[config.mk]
export PLATFORM = sky130hd
export DESIGN_NAME = vrrf_outq
export DESIGN_NICKNAME = d
export VERILOG_FILES = /design/src/rtl/vrrf_pkg.sv /design/src/rtl/vrrf_outq.sv
export SDC_FILE = /design/constraint.sdc
export NUM_CORES = 1
export LEC_CHECK = 0
export ABC_AREA = 1
export BUFFER_PORTS_ARGS = -buffer_cell sky130_fd_sc_hd__buf_4
export CORE_UTILIZATION = 45
export DETAILED_ROUTE_END_ITERATION = 6
export GPL_ROUTABILITY_DRIVEN = 0
export GPL_TIMING_DRIVEN = 0
export PLACE_DENSITY = 0.67
export SLEW_MARGIN = 10
export SYNTH_ARGS = -nofsm -noshare
export SYNTH_HDL_FRONTEND = slang
export SYNTH_SLANG_ARGS = --single-unit
[constraint.sdc]
create_clock -name clk -period 2.7 [get_ports clk]
set_input_delay 0.54 -clock clk [delete_from_list [all_inputs] [get_ports clk]]
set_output_delay 0.54 -clock clk [all_outputs]
set_load 0.005 [all_outputs]
[src/rtl/vrrf_pkg.sv]
`default_nettype none
package vrrf_pkg;

  localparam int QUEUE_BYTES         = 1024;
  localparam int MAX_RECORD_BYTES    = 64;
  localparam int LENGTH_PREFIX_BYTES = 8;

  localparam int PTR_W  = $clog2(QUEUE_BYTES);
  localparam int FREE_W = $clog2(QUEUE_BYTES + 1);
  localparam int LEN_W  = 7;
  localparam int BYTE_W = 8;
  localparam int OP_W   = 3;
  localparam int STAT_W = 2;

  localparam logic [OP_W-1:0] OP_OPEN    = 3'd0;
  localparam logic [OP_W-1:0] OP_APPEND  = 3'd1;
  localparam logic [OP_W-1:0] OP_DEQUEUE = 3'd2;
  localparam logic [OP_W-1:0] OP_PEEK    = 3'd3;
  localparam logic [OP_W-1:0] OP_CLEAR   = 3'd4;

  localparam logic [STAT_W-1:0] STAT_OK    = 2'd0;
  localparam logic [STAT_W-1:0] STAT_FULL  = 2'd1;
  localparam logic [STAT_W-1:0] STAT_EMPTY = 2'd2;
  localparam logic [STAT_W-1:0] STAT_SEQ   = 2'd3;

  localparam logic [FREE_W-1:0] FREE_ALL   = FREE_W'(QUEUE_BYTES);
  localparam logic [LEN_W-1:0]  MAX_LEN    = LEN_W'(MAX_RECORD_BYTES);
  localparam logic [FREE_W-1:0] PREFIX_LEN = FREE_W'(LENGTH_PREFIX_BYTES);

  // result fields decided by the controller; the byte comes from the ring
  typedef struct packed {
    logic [STAT_W-1:0] status;
    logic              byte_valid;
    logic              last;
    logic [FREE_W-1:0] free_bytes;
    logic              is_empty;
  } res_t;

  typedef struct packed {
    res_t              res;
    logic [BYTE_W-1:0] out_byte;
  } entry_t;

  function automatic logic [PTR_W-1:0] ring_add(input logic [PTR_W-1:0] p,
                                                input logic [PTR_W:0]   k);
    logic [PTR_W+1:0] sum;
    sum = {1'b0, p} + {1'b0, k};
    if (sum >= (PTR_W+2)'(QUEUE_BYTES)) begin
      sum = sum - (PTR_W+2)'(QUEUE_BYTES);
    end
    return sum[PTR_W-1:0];
  endfunction

endpackage
`default_nettype wire

[src/rtl/vrrf_outq.sv]
`default_nettype none
module vrrf_outq (
  input  logic                      clk,
  input  logic                      rst,
  input  logic                      issue,
  input  vrrf_pkg::res_t            issue_res,
  input  logic [vrrf_pkg::BYTE_W-1:0] rdata,
  output logic                      room,
  output logic                      m_valid,
  input  logic                      m_ready,
  output vrrf_pkg::entry_t          m_entry
);
  import vrrf_pkg::*;

  // one stage lines up with the ring read latency, then a two-entry buffer
  logic           stage_valid;
  res_t           stage_res;
  entry_t         q [2];
  logic           wr_idx;
  logic           rd_idx;
  logic [1:0]     count;
  logic           pop;
  logic [2:0]     occ_next;
  entry_t         push_entry;

  assign pop      = m_valid && m_ready;
  assign m_valid  = (count != 2'd0);
  assign m_entry  = q[rd_idx];
  assign occ_next = 3'(count) + 3'(stage_valid) - 3'(pop);
  assign room     = (occ_next < 3'd2);

  always_comb begin
    push_entry.res      = stage_res;
    push_entry.out_byte = stage_res.byte_valid ? rdata : '0;
  end

  always_ff @(posedge clk) begin
    if (rst) begin
      stage_valid <= 1'b0;
      wr_idx      <= 1'b0;
      rd_idx      <= 1'b0;
      count       <= 2'd0;
    end else begin
      stage_valid <= issue;
      if (stage_valid) begin
        wr_idx <= ~wr_idx;
      end
      if (pop) begin
        rd_idx <= ~rd_idx;
      end
      count <= 2'(3'(count) + 3'(stage_valid) - 3'(pop));
    end
  end

  always_ff @(posedge clk) begin
    if (issue) begin
      stage_res <= issue_res;
    end
    if (stage_valid) begin
      q[wr_idx] <= push_entry;
    end
  end

endmodule
`default_nettype wire

==> impl_metrics.py <==
metrics = {
    "layout": {
        "utilization_pct": 59.8,
        "antennaDiodeCount": 0,
        "final_cell_mix": "edfxtp_1 (64), buf_4 (53), mux2_4 (20), inv_1 (19), nand2_1 (11)",
        "layout_commonest_cell": "edfxtp_1",
        "instances_no_fill": 286,
        "area_delta_synth_final_pct": 26.0,
        "fillers": 446,
        "nets": 241,
        "final_area_um2": 3350,
        "layout-drive-gt1-share_pct": 45.3,
    },
    "setup_path": {
        "cp.depth": 8,
        "worstSetupStartpointType": "flop",
        "slowest_stage": "fa_2",
        "rr_worst_depth": 8,
        "worstPathArrival_ns": 2.04,
        "cp_max_fo": 3,
        "path_class": "reg -> out",
        "crit_family": "adder cells",
        "path_buf_inv": 2,
        "worstPathCellList": "nor2_2 > nor2_2 > ha_1 > inv_1 > ha_1 > fa_2 > nor2_1 > buf_4",
        "slowest_delay_ns": 0.54,
        "cp.required_ns": 2.16,
        "crit_path_end_kind": "output port",
    },
    "floorplan": {
        "initial_utilization_pct": 47.4,
        "io_pins": 54,
        "num_rows": 27,
        "dieArea_um2": 6220,
        "die_w_um": 78.9,
        "die_y_um": 78.9,
        "core_area_um2": 5610,
    },
    "timing": {
        "setup_violations": 0,
        "rsz0062_at_grt": "no",
        "fin_crit_sh_pct": 95.6,
        "hold_viol": 0,
        "fin_hold_ws_ns": 0.383,
        "finClkSkew_ns": 0.00918,
        "tightest_slew_ns": 1.01,
        "fmax_mhz": 387,
        "setup_tns_ns": 0,
        "max-slew-margin-rel_pct": 32.9,
        "fin_crit_ns": 2.58,
        "maxSlewViolCount": 0,
    },
    "pwr": {
        "irDropWorstVdd_mv": 0.502,
        "power_leakage_uw": 0.00137,
        "power_density_nw_per_um2": 800,
    },
    "drt": {
        "drc": 0,
        "drt_wl_total_um": 4070,
        "wire_per_inst_um": 14.2,
        "ant_nets": 0,
        "dr.pass1.iters": 4,
        "drtIter0Drc": 75,
        "vias": 1332,
        "viasPerCell": 4.66,
    },
    "yosys": {
        "syn_area_um2": 2660,
        "ys_top_cells_by_area": "edfxtp_1 (72%), mux2_4 (11%), dfxtp_1 (4.5%), inv_1 (2.7%), mux2_2 (1.7%)",
        "syn-instance-count": 145,
        "ys_seq_area_share_pct": 76.8,
        "yosys.area.top_type": "edfxtp_1",
        "synth_top_area_share_pct": 72.2,
        "ys_warn_count": 0,
        "synth.distinct_cells": 15,
        "synth_seq_cells": 70,
        "synth_fp_nets": 176,
        "synth_area_per_cell_um2": 18.3,
    },
    "global_routing": {
        "overflow": 0,
        "grt_max_degree": 26,
        "antenna_found_initial": 0,
        "grt_pass1_vias": 1404,
        "grt_pass1_wl_um": 6520,
        "grtUsageTotal_pct": 14.7,
    },
    "cts": {
        "cts.path.max_buffers": 2,
        "cts_buffers": 9,
        "clk_latency_ns": 0.33,
        "cts_sinks": 70,
        "cts.clk_slew.worst_paths_ns": 0.07,
        "htreeDepth": 3,
        "postCtsHoldBufs": 0,
        "cts_tree": "built",
        "root_buffer": "clkbuf_8",
    },
    "placed_design": {
        "placement.cell_area_um2": 3170,
        "port_buffers": 53,
        "dp_cells": 271,
        "dpl.hpwl_um": 2890,
    },
    "run": {
        "drv_cap": 0,
    },
    "min_path": {
        "hold_path_class": "in -> reg",
        "holdPathStages": 1,
    },
    "outcome": {
        "status": "completed",
    },
}
-- cell type report --
cell class              count  area [um^2]  area share (%)
inverters                  19         71.3            2.13
flip-flops and latches     70         2040            60.9
plain buffers               4         55.1            1.64
clock buffers              10          128            3.81
multi-input cells          52          502            15.0
repair buffers             54          413            12.3
well taps                  72         90.1            2.69
clock inverters             5         51.3            1.53
-- cells by family (layout without fill, tap and decap cells) --
family / after synthesis / count (layout) / synth area share (%)
adders and majority gates: 3 / 3 / 1.69
muxes: 24 / 24 / 13.0
buffers and inverters: 23 / 92 / 4.75
xor gates and xnor gates: 1 / 1 / 0.329
DFF: 70 / 70 / 76.8
and+or+nand+nor: 24 / 24 / 3.48
-- power breakdown --
part / total [uW] / internal (uW) / leakage (uW) / switching, uW
combinational: 623 / 372 / 0.000630 / 252
sequential: 1300 / 1260 / 0.000650 / 34.0
clock: 760 / 415 / 0.0000912 / 345
-- cell usage after synthesis --
cell type	n
ha_1	2
nand2_1	11
edfxtp_1	64
clkbuf_1	1
xnor2_1	1
nor2_1	11
inv_1	19
mux2_2	4
buf_12	2
dfxtp_1	6
mux2_4	20
nand3_1	1
buf_6	1
fa_1	1
nor3_1	1
-- what timing repair did --
item | CTS | global route
endpoints found under the setup margin | 0 | 1
setup buffers | 0 | 0
resized for setup | 0 | 3
-- per-stage QoR --
stage	worst slack [ns]	total power, uW
5_1_grt	0.00395	2810
2_1_floorplan	0.478	1680
3_3_place_gp	0.241	1900
4_1_cts	0.0272	2700
6_report	0.118	2680
3_5_place_dp	0.140	1940
-- path summary, 6_finish.rpt --
path / from / endpoint / slack (ns)
max: count[1] / room / 0.12
min: issue_res[12] / push_entry[20] / 0.38
max reg2reg: count[1] / count[1] / 0.98
min reg2reg: push_entry[8] / q[0][8] / 0.45
-- sequential cells by signal, summed over array words and instances, names as in the netlist, named ones only --
name         count
push_entry      16
q               48
count            2
wr_idx           1
stage_valid      1
rd_idx           1
-- layer usage --
| metal | vias to the layer above | track usage, % | part of all wire (%) |
|---|---|---|---|
| met5 | - | 0 | 0 |
| met4 | 0 | 6.55 | 2.0 |
| li1 | 639 | - | - |
| met1 | 651 | 15.1 | 38 |
| met2 | 33 | 26.2 | 56 |
| met3 | 9 | 5.75 | 4.1 |
Power figures use the tool's default switching activity.
