--- src/rtl/vrrf_pkg.sv ---
`default_nettype none
package vrrf_pkg;

  localparam int QUEUE_BYTES         = 1024;
  localparam int MAX_RECORD_BYTES    = 64;
  localparam int LENGTH_PREFIX_BYTES = 8;

  localparam int PTR_W  = $clog2(QUEUE_BYTES);
  localparam int FREE_W = $clog2(QUEUE_BYTES + 1);
  localparam int LEN_W  = 7;
  localparam int BYTE_W = 8;
  localparam int OP_W   = 3;
  localparam int STAT_W = 2;

  localparam logic [OP_W-1:0] OP_OPEN    = 3'd0;
  localparam logic [OP_W-1:0] OP_APPEND  = 3'd1;
  localparam logic [OP_W-1:0] OP_DEQUEUE = 3'd2;
  localparam logic [OP_W-1:0] OP_PEEK    = 3'd3;
  localparam logic [OP_W-1:0] OP_CLEAR   = 3'd4;

  localparam logic [STAT_W-1:0] STAT_OK    = 2'd0;
  localparam logic [STAT_W-1:0] STAT_FULL  = 2'd1;
  localparam logic [STAT_W-1:0] STAT_EMPTY = 2'd2;
  localparam logic [STAT_W-1:0] STAT_SEQ   = 2'd3;

  localparam logic [FREE_W-1:0] FREE_ALL   = FREE_W'(QUEUE_BYTES);
  localparam logic [LEN_W-1:0]  MAX_LEN    = LEN_W'(MAX_RECORD_BYTES);
  localparam logic [FREE_W-1:0] PREFIX_LEN = FREE_W'(LENGTH_PREFIX_BYTES);

  // result fields decided by the controller; the byte comes from the ring
  typedef struct packed {
    logic [STAT_W-1:0] status;
    logic              byte_valid;
    logic              last;
    logic [FREE_W-1:0] free_bytes;
    logic              is_empty;
  } res_t;

  typedef struct packed {
    res_t              res;
    logic [BYTE_W-1:0] out_byte;
  } entry_t;

  function automatic logic [PTR_W-1:0] ring_add(input logic [PTR_W-1:0] p,
                                                input logic [PTR_W:0]   k);
    logic [PTR_W+1:0] sum;
    sum = {1'b0, p} + {1'b0, k};
    if (sum >= (PTR_W+2)'(QUEUE_BYTES)) begin
      sum = sum - (PTR_W+2)'(QUEUE_BYTES);
    end
    return sum[PTR_W-1:0];
  endfunction

endpackage
`default_nettype wire

--- src/rtl/vrrf_ctrl.sv ---
`default_nettype none
module vrrf_ctrl (
  input  logic                        clk,
  input  logic                        rst,
  input  logic                        in_valid,
  output logic                        in_ready,
  input  logic [vrrf_pkg::OP_W-1:0]   opcode,
  input  logic [vrrf_pkg::LEN_W-1:0]  length,
  input  logic [vrrf_pkg::BYTE_W-1:0] data_byte,
  input  logic                        room,
  output logic                        issue,
  output vrrf_pkg::res_t              issue_res,
  output logic                        ram_we,
  output logic [vrrf_pkg::PTR_W-1:0]  ram_waddr,
  output logic [vrrf_pkg::BYTE_W-1:0] ram_wdata,
  output logic                        ram_re,
  output logic [vrrf_pkg::PTR_W-1:0]  ram_raddr,
  input  logic [vrrf_pkg::BYTE_W-1:0] ram_rdata
);
  import vrrf_pkg::*;

  localparam logic [1:0] S_IDLE   = 2'd0;
  localparam logic [1:0] S_PREFIX = 2'd1;
  localparam logic [1:0] S_STREAM = 2'd2;

  logic [1:0]        state, state_next;
  logic [PTR_W-1:0]  head, head_next;
  logic [PTR_W-1:0]  tail, tail_next;
  logic [FREE_W-1:0] free, free_next;
  logic [LEN_W-1:0]  open_rem, open_rem_next;
  logic [LEN_W-1:0]  bufsize, bufsize_next;
  logic              consume, consume_next;
  logic [PTR_W-1:0]  rp, rp_next;
  logic [LEN_W-1:0]  remaining, remaining_next;

  logic              accept;
  logic [LEN_W-1:0]  stored;
  logic [LEN_W-1:0]  nbytes;
  logic [FREE_W:0]   need;
  logic [FREE_W:0]   freed;

  assign in_ready = (state == S_IDLE) && room;
  assign accept   = in_valid && in_ready;
  assign need     = (FREE_W+1)'(length) + {1'b0, PREFIX_LEN};
  assign stored   = (ram_rdata > BYTE_W'(MAX_RECORD_BYTES)) ? MAX_LEN
                                                            : ram_rdata[LEN_W-1:0];
  assign nbytes   = (bufsize < stored) ? bufsize : stored;
  assign freed    = {1'b0, free} + {1'b0, PREFIX_LEN} + (FREE_W+1)'(stored);

  always_comb begin
    state_next     = state;
    head_next      = head;
    tail_next      = tail;
    free_next      = free;
    open_rem_next  = open_rem;
    bufsize_next   = bufsize;
    consume_next   = consume;
    rp_next        = rp;
    remaining_next = remaining;
    issue          = 1'b0;
    issue_res      = '0;
    ram_we         = 1'b0;
    ram_waddr      = tail;
    ram_wdata      = data_byte;
    ram_re         = 1'b0;
    ram_raddr      = rp;

    unique case (state)
      S_IDLE: begin
        if (accept) begin
          issue = 1'b1;
          issue_res.last = 1'b1;
          issue_res.status = STAT_OK;
          unique case (opcode)
            OP_OPEN: begin
              if (open_rem != '0) begin
                issue_res.status = STAT_SEQ;
              end else if (length > MAX_LEN || need > (FREE_W+1)'(free)) begin
                issue_res.status = STAT_FULL;
              end else begin
                // upper prefix bytes are not written and never read back
                ram_we        = 1'b1;
                ram_wdata     = BYTE_W'(length);
                tail_next     = ring_add(tail, (PTR_W+1)'(LENGTH_PREFIX_BYTES));
                free_next     = free - need[FREE_W-1:0];
                open_rem_next = length;
              end
            end
            OP_APPEND: begin
              if (open_rem == '0) begin
                issue_res.status = STAT_SEQ;
              end else begin
                ram_we        = 1'b1;
                tail_next     = ring_add(tail, (PTR_W+1)'(1));
                open_rem_next = open_rem - LEN_W'(1);
              end
            end
            OP_DEQUEUE, OP_PEEK: begin
              if (open_rem != '0) begin
                issue_res.status = STAT_SEQ;
              end else if (free >= FREE_ALL) begin
                issue_res.status = STAT_EMPTY;
              end else begin
                issue        = 1'b0;
                ram_re       = 1'b1;
                ram_raddr    = head;
                bufsize_next = length;
                consume_next = (opcode == OP_DEQUEUE);
                state_next   = S_PREFIX;
              end
            end
            OP_CLEAR: begin
              head_next     = tail;
              free_next     = FREE_ALL;
              open_rem_next = '0;
            end
            default: begin
              issue_res.status = STAT_SEQ;
            end
          endcase
          issue_res.free_bytes = free_next;
          issue_res.is_empty   = (free_next == FREE_ALL);
        end
      end
      S_PREFIX: begin
        rp_next        = ring_add(head, (PTR_W+1)'(LENGTH_PREFIX_BYTES));
        remaining_next = nbytes;
        if (consume) begin
          head_next = ring_add(head, (PTR_W+1)'(LENGTH_PREFIX_BYTES) + (PTR_W+1)'(stored));
          free_next = (freed > (FREE_W+1)'(FREE_ALL)) ? FREE_ALL : freed[FREE_W-1:0];
        end
        state_next = S_STREAM;
      end
      S_STREAM: begin
        issue_res.status     = STAT_OK;
        issue_res.free_bytes = free;
        issue_res.is_empty   = (free == FREE_ALL);
        if (room) begin
          issue = 1'b1;
          if (remaining == '0) begin
            issue_res.last = 1'b1;
            state_next     = S_IDLE;
          end else begin
            issue_res.byte_valid = 1'b1;
            issue_res.last       = (remaining == LEN_W'(1));
            ram_re               = 1'b1;
            rp_next              = ring_add(rp, (PTR_W+1)'(1));
            remaining_next       = remaining - LEN_W'(1);
            if (remaining == LEN_W'(1)) begin
              state_next = S_IDLE;
            end
          end
        end
      end
      default: begin
        state_next = S_IDLE;
      end
    endcase
  end

  always_ff @(posedge clk) begin
    if (rst) begin
      state    <= S_IDLE;
      head     <= '0;
      tail     <= '0;
      free     <= FREE_ALL;
      open_rem <= '0;
    end else begin
      state    <= state_next;
      head     <= head_next;
      tail     <= tail_next;
      free     <= free_next;
      open_rem <= open_rem_next;
    end
  end

  always_ff @(posedge clk) begin
    bufsize   <= bufsize_next;
    consume   <= consume_next;
    rp        <= rp_next;
    remaining <= remaining_next;
  end

endmodule
`default_nettype wire

--- config.mk ---
export PLATFORM = sky130hd
export DESIGN_NAME = vrrf_ctrl
export DESIGN_NICKNAME = d
export VERILOG_FILES = /design/src/rtl/vrrf_pkg.sv /design/src/rtl/vrrf_ctrl.sv
export SDC_FILE = /design/constraint.sdc
export NUM_CORES = 1
export LEC_CHECK = 0
export ABC_CLOCK_PERIOD_IN_PS = 11070
export BUFFER_PORTS_ARGS = -buffer_cell sky130_fd_sc_hd__buf_2
export CELL_PAD_IN_SITES_DETAIL_PLACEMENT = 0
export CELL_PAD_IN_SITES_GLOBAL_PLACEMENT = 2
export CORE_MARGIN = 3
export CORE_UTILIZATION = 37
export DETAILED_ROUTE_END_ITERATION = 10
export GPL_ROUTABILITY_DRIVEN = 0
export HOLD_SLACK_MARGIN = 0.12
export PLACE_DENSITY = 0.92
export SLEW_MARGIN = 20
export SYNTH_ARGS = -nofsm -noshare
export SYNTH_HDL_FRONTEND = slang
export SYNTH_SLANG_ARGS = --single-unit
--- constraint.sdc ---
create_clock -name clk -period 11.07 [get_ports clk]
set_clock_uncertainty 0.15 [all_clocks]
set_input_delay 2.214 -clock clk [delete_from_list [all_inputs] [get_ports clk]]
set_output_delay 2.214 -clock clk [all_outputs]
set_load 0.005 [all_outputs]
==> metrics.sh <==
FINAL_ANTENNA_VIOLATING_NET_COUNT=0
BOUNDARYPINS=78
YOSYSTOPAREACELLSHARE=0.144
SYNTH_TOP_CELLS_BY_COUNT='115 x sky130_fd_sc_hd__nand2_1, 58 x sky130_fd_sc_hd__nor2_1, 50 x sky130_fd_sc_hd__ha_1, 45 x sky130_fd_sc_hd__o21ai_0, 40 x sky130_fd_sc_hd__dfxtp_1'
TIMING.FINAL.CRIT_PERIOD_NS=7.75
WORST-SETUP-PATH-TYPE='input port to output port'
GLOBAL_ROUTE_WIRE_LENGTH_BEFORE_REPAIR_MM=27.4
MOST_INSTANTIATED_LIBRARY_CELL_AFTER_SYNTHESIS='sky130_fd_sc_hd__nand2_1'
FINAL_MAX_SLEW_VIOL_COUNT=0
VIAS=5416
SYNTHARSTFLOPSHARE=0
DR_WL_CELL_UM=17.6
DIE_Y_UM=129
CELL_AREA_AFTER_SYNTHESIS_UM2=5580
LEAKAGEPOWER_nW=2.72
NUMBER_OF_HOLD_BUFFERS_ADDED_AFTER_CTS=0
SYNTH.FF_LATCH_COUNT=65
CRITICAL-PATH-MAX-STAGE-DELAY_NS=0.52
CLOCK_SINK_COUNT=65
MAX-CAP-VIOLATIONS=0
MAXCLOCKFREQUENCY_MHz=129
SYNTH.NET_COUNT=795
SYNTH.YOSYS.WARNINGS=0
GLOBAL_ROUTE.USAGE.TOTAL=0.206
TRITONCTS='built'
TIMING.RR.START='open_rem[0]$_SDFFE_PP0P_'
CLKSLEWWORSTSETUPHOLDPATHS_NS=0.06
DRT_PRE_ANTENNA_ITERS=5
DIODES=0
YS_SEQ_AREA_FRAC=0.278
SYNTHADDERAREAFRAC=0.123
GRT_START_MAX_NET_PINS=42
TOTALNEGATIVESETUPSLACK_NS=0
AREA.GROWTH.SYNTH_TO_FINAL_PCT=15.0
SYNTH-SIMPLE-AREA-SHARE=0.247
FIN_NETS=854
PORT-BUFFER-COUNT=77
PLACEMENT_ROWS=44
SYNTH-COMPOUND-AREA-SHARE=0.236
COREAREA_UM2=14600
H-TREE-DEPTH=3
FINAL_CORE_UTIL=0.438
POST-LAYOUT-TOTAL-POWER_mW=0.645
FINAL.PERIOD_UTILIZATION=0.700
REG2REG_DEPTH=7
SYNTHESIS.AREA_PER_INSTANCE_UM2=7.83
FINAL_AREA_UM2=6410
SYNTHDOMINANTAREACELLTYPE='sky130_fd_sc_hd__dfxtp_1'
WORSTPATHCELLLIST='buf_2 -> ha_1 -> xnor2_1 -> ha_1 -> a21oi_1 -> a211o_1 -> a311oi_4 -> o21ai_2 -> a22o_2 -> or4b_1 -> o21ai_1 -> buf_2'
SYNTH_XOR_XNOR_AREA_SHARE=0.0597
MIN-DELAY-START='open_rem[0]$_SDFFE_PP0P_'
WORST_EP_ARRIVAL_TIME_NS=5.38
SYNTH_TOP_FAMILY_BY_AREA='simple AND/OR/NAND/NOR gates'
POWER.DENSITY_CELL_AREA_nW_PER_UM2=101
POST_SYNTH_NUM_CELL_TYPES=74
WORST_EP_REQUIRED_TIME_NS=8.71
WORST-R2R-SETUP-SLACK_NS=7.48
DIE-WIDTH_UM=129
TIMING.CRITICAL_PATH.SLOWEST_STAGE_CELL='sky130_fd_sc_hd__or4b_1'
PLACE.DETAILED.HPWL_MM=12.8
CRIT_START='length[3]'
TIGHTESTPINTRANSITION_NS=1.20
SETUP-VIOLATIONS-FINAL=0
TRITONCTS.NUM_BUFFERS=9
FILLCELLCOUNT=1467
CRIT_FANOUT=8
CRITPATHLAUNCHTYPE='input port'
SETUP_REPAIR_AFTER_GLOBAL_ROUTING_MISSED_ITS_MARGIN='false'
DPL.CELL_COUNT=944
SYNTH.MUX.AREA_FRACTION=0.00583
ANTENNA_FOUND_INITIAL=0
POST_LAYOUT_NONFILLER_INSTANCES=960
ENDPOINT_KIND='output port'
IRDROPWORSTVDD_V=0.0000722
CTS-RESIZED-GATES=0
VIAS_PER_CELL=5.64
DIE_AREA_UM2=16600
NUMBER_OF_GLOBAL_ROUTE_VIAS_BEFORE_REPAIR=5280
HOLD-PATH-ENDPOINT='open_rem[0]$_SDFFE_PP0P_'
TOTALWIRELENGTH_MM=16.9
HOLD-PATH-CELL-COUNT=2
DRIVE_ABOVE_1_SHARE=0.161
GRT_REMAINING_OVERFLOW=0
RESULT_OF_THE_RUN='finished, final reports clean'
TIMING.FINAL.HOLD_VIOLATIONS=0
SYNTH.AREA.TOP_CELLS='sky130_fd_sc_hd__dfxtp_1 14%, sky130_fd_sc_hd__edfxtp_1 13%, sky130_fd_sc_hd__ha_1 11%'
DRT_ITER0_MARKERS=419
POST_SYNTH_INST_COUNT=712
SYNTH_ENABLE_FLOP_CELLS=25
CLOCKROOTBUFFER='sky130_fd_sc_hd__clkbuf_16'
REGTOREGENDPOINT='bufsize[1]$_DFFE_PP_'
INITIAL_CORE_UTIL=0.381
WORST_SLEW_MARGIN_REL=0.200
DRC=0
HOLD_PATH.CLASS='flop to flop'
CTS_POST_SETUP_BUFFERS_INSERTED=0
CLOCK_PATH_BUFFERS=2
PLACED_CELL_AREA_UM2=6100
CLK_LATENCY_NS=0.34
SYNTHFLOPTYPE='sky130_fd_sc_hd__dfxtp_1'
-- worst max-delay path, delay by kind of cell --
family | cells | cell delay, ns
compound gates | 6 | 1.57
buf+inv | 2 | 0.30
simple gates | 1 | 0.52
fa+ha+maj | 2 | 0.63
xor+xnor | 1 | 0.13
-- routing by layer --
metal	track usage	part of all wire	routed length [um]
met1	0.284	0.47	8030
met3	0.0448	0.053	904
met2	0.327	0.46	7850
met4	0.0531	0.0084	142
met5	0	0	0
-- power breakdown --
part | internal (mW) | leakage (nW) | switching (mW)
registers | 0.250 | 0.551 | 0.00371
clock network | 0.181 | 0.145 | 0.114
logic | 0.0385 | 2.03 | 0.0578
-- how the worst max path moves through the flow --
stage                          endpoint  slack [ns]  cells after the start
after floorplan            issue_res[0]        3.94                     11
after global placement     issue_res[0]        3.47                     12
after detailed placement   issue_res[0]        3.40                     12
after CTS                  issue_res[0]        3.38                     12
after global routing      issue_res[10]        3.04                     12
final                      issue_res[0]        3.32                     12
-- logic make-up after synthesis --
| kind of cell | count (synthesis) |
|---|---|
| adders and majority gates | 53 |
| xor gates and xnor gates | 38 |
| buffers and inverters | 74 |
| AOI/OAI and AO/OA | 192 |
| muxes | 3 |
| DFF | 65 |
| and+or+nand+nor | 287 |
-- flip-flops by register name, indices dropped and copies added, names as in the netlist --
register,count
open_rem,7
state,2
bufsize,7
head,10
ram_waddr,10
remaining,7
rp,10
free,11
consume,1
-- layout by cell type (no fill, tap or decap), drive strengths merged, types with 4 or more instances in the layout --
master     n
nand3     17
or2        7
o311a      5
nand2b     6
nor2      59
a311oi     7
buf       83
a31o       4
nor3b      5
a31oi      5
nor3      24
nand2    115
and3       8
dfxtp     40
o21ai     48
inv       40
clkbuf    10
o211ai    10
a211o      4
o2111ai    6
a21o      14
nand4     10
nor4       5
ha        50
a211oi     9
xor2      13
xnor2     25
or3        8
edfxtp    25
a21oi     39
or4        5
o21bai     5
nor2b      7
o31ai      4
-- final cells by class --
cell class / count / area [um2] / area share
inverters: 39 / 146 / 0.0228
clock buffers: 10 / 239 / 0.0373
clock inverters: 6 / 65.1 / 0.0101
well taps: 184 / 230 / 0.0359
multi-input cells: 573 / 3750 / 0.585
flip-flops and latches: 65 / 1550 / 0.242
repair buffers: 83 / 430 / 0.0671
-- per-stage QoR --
step | hold WS (ns) | setup slack (ns)
global route | 0.352 | 3.04
detailed placement | 0.311 | 3.40
global placement | 0.309 | 3.47
floorplan | 0.296 | 3.94
finish | 0.316 | 3.32
CTS | 0.320 | 3.38
Power figures use the tool's default switching activity.
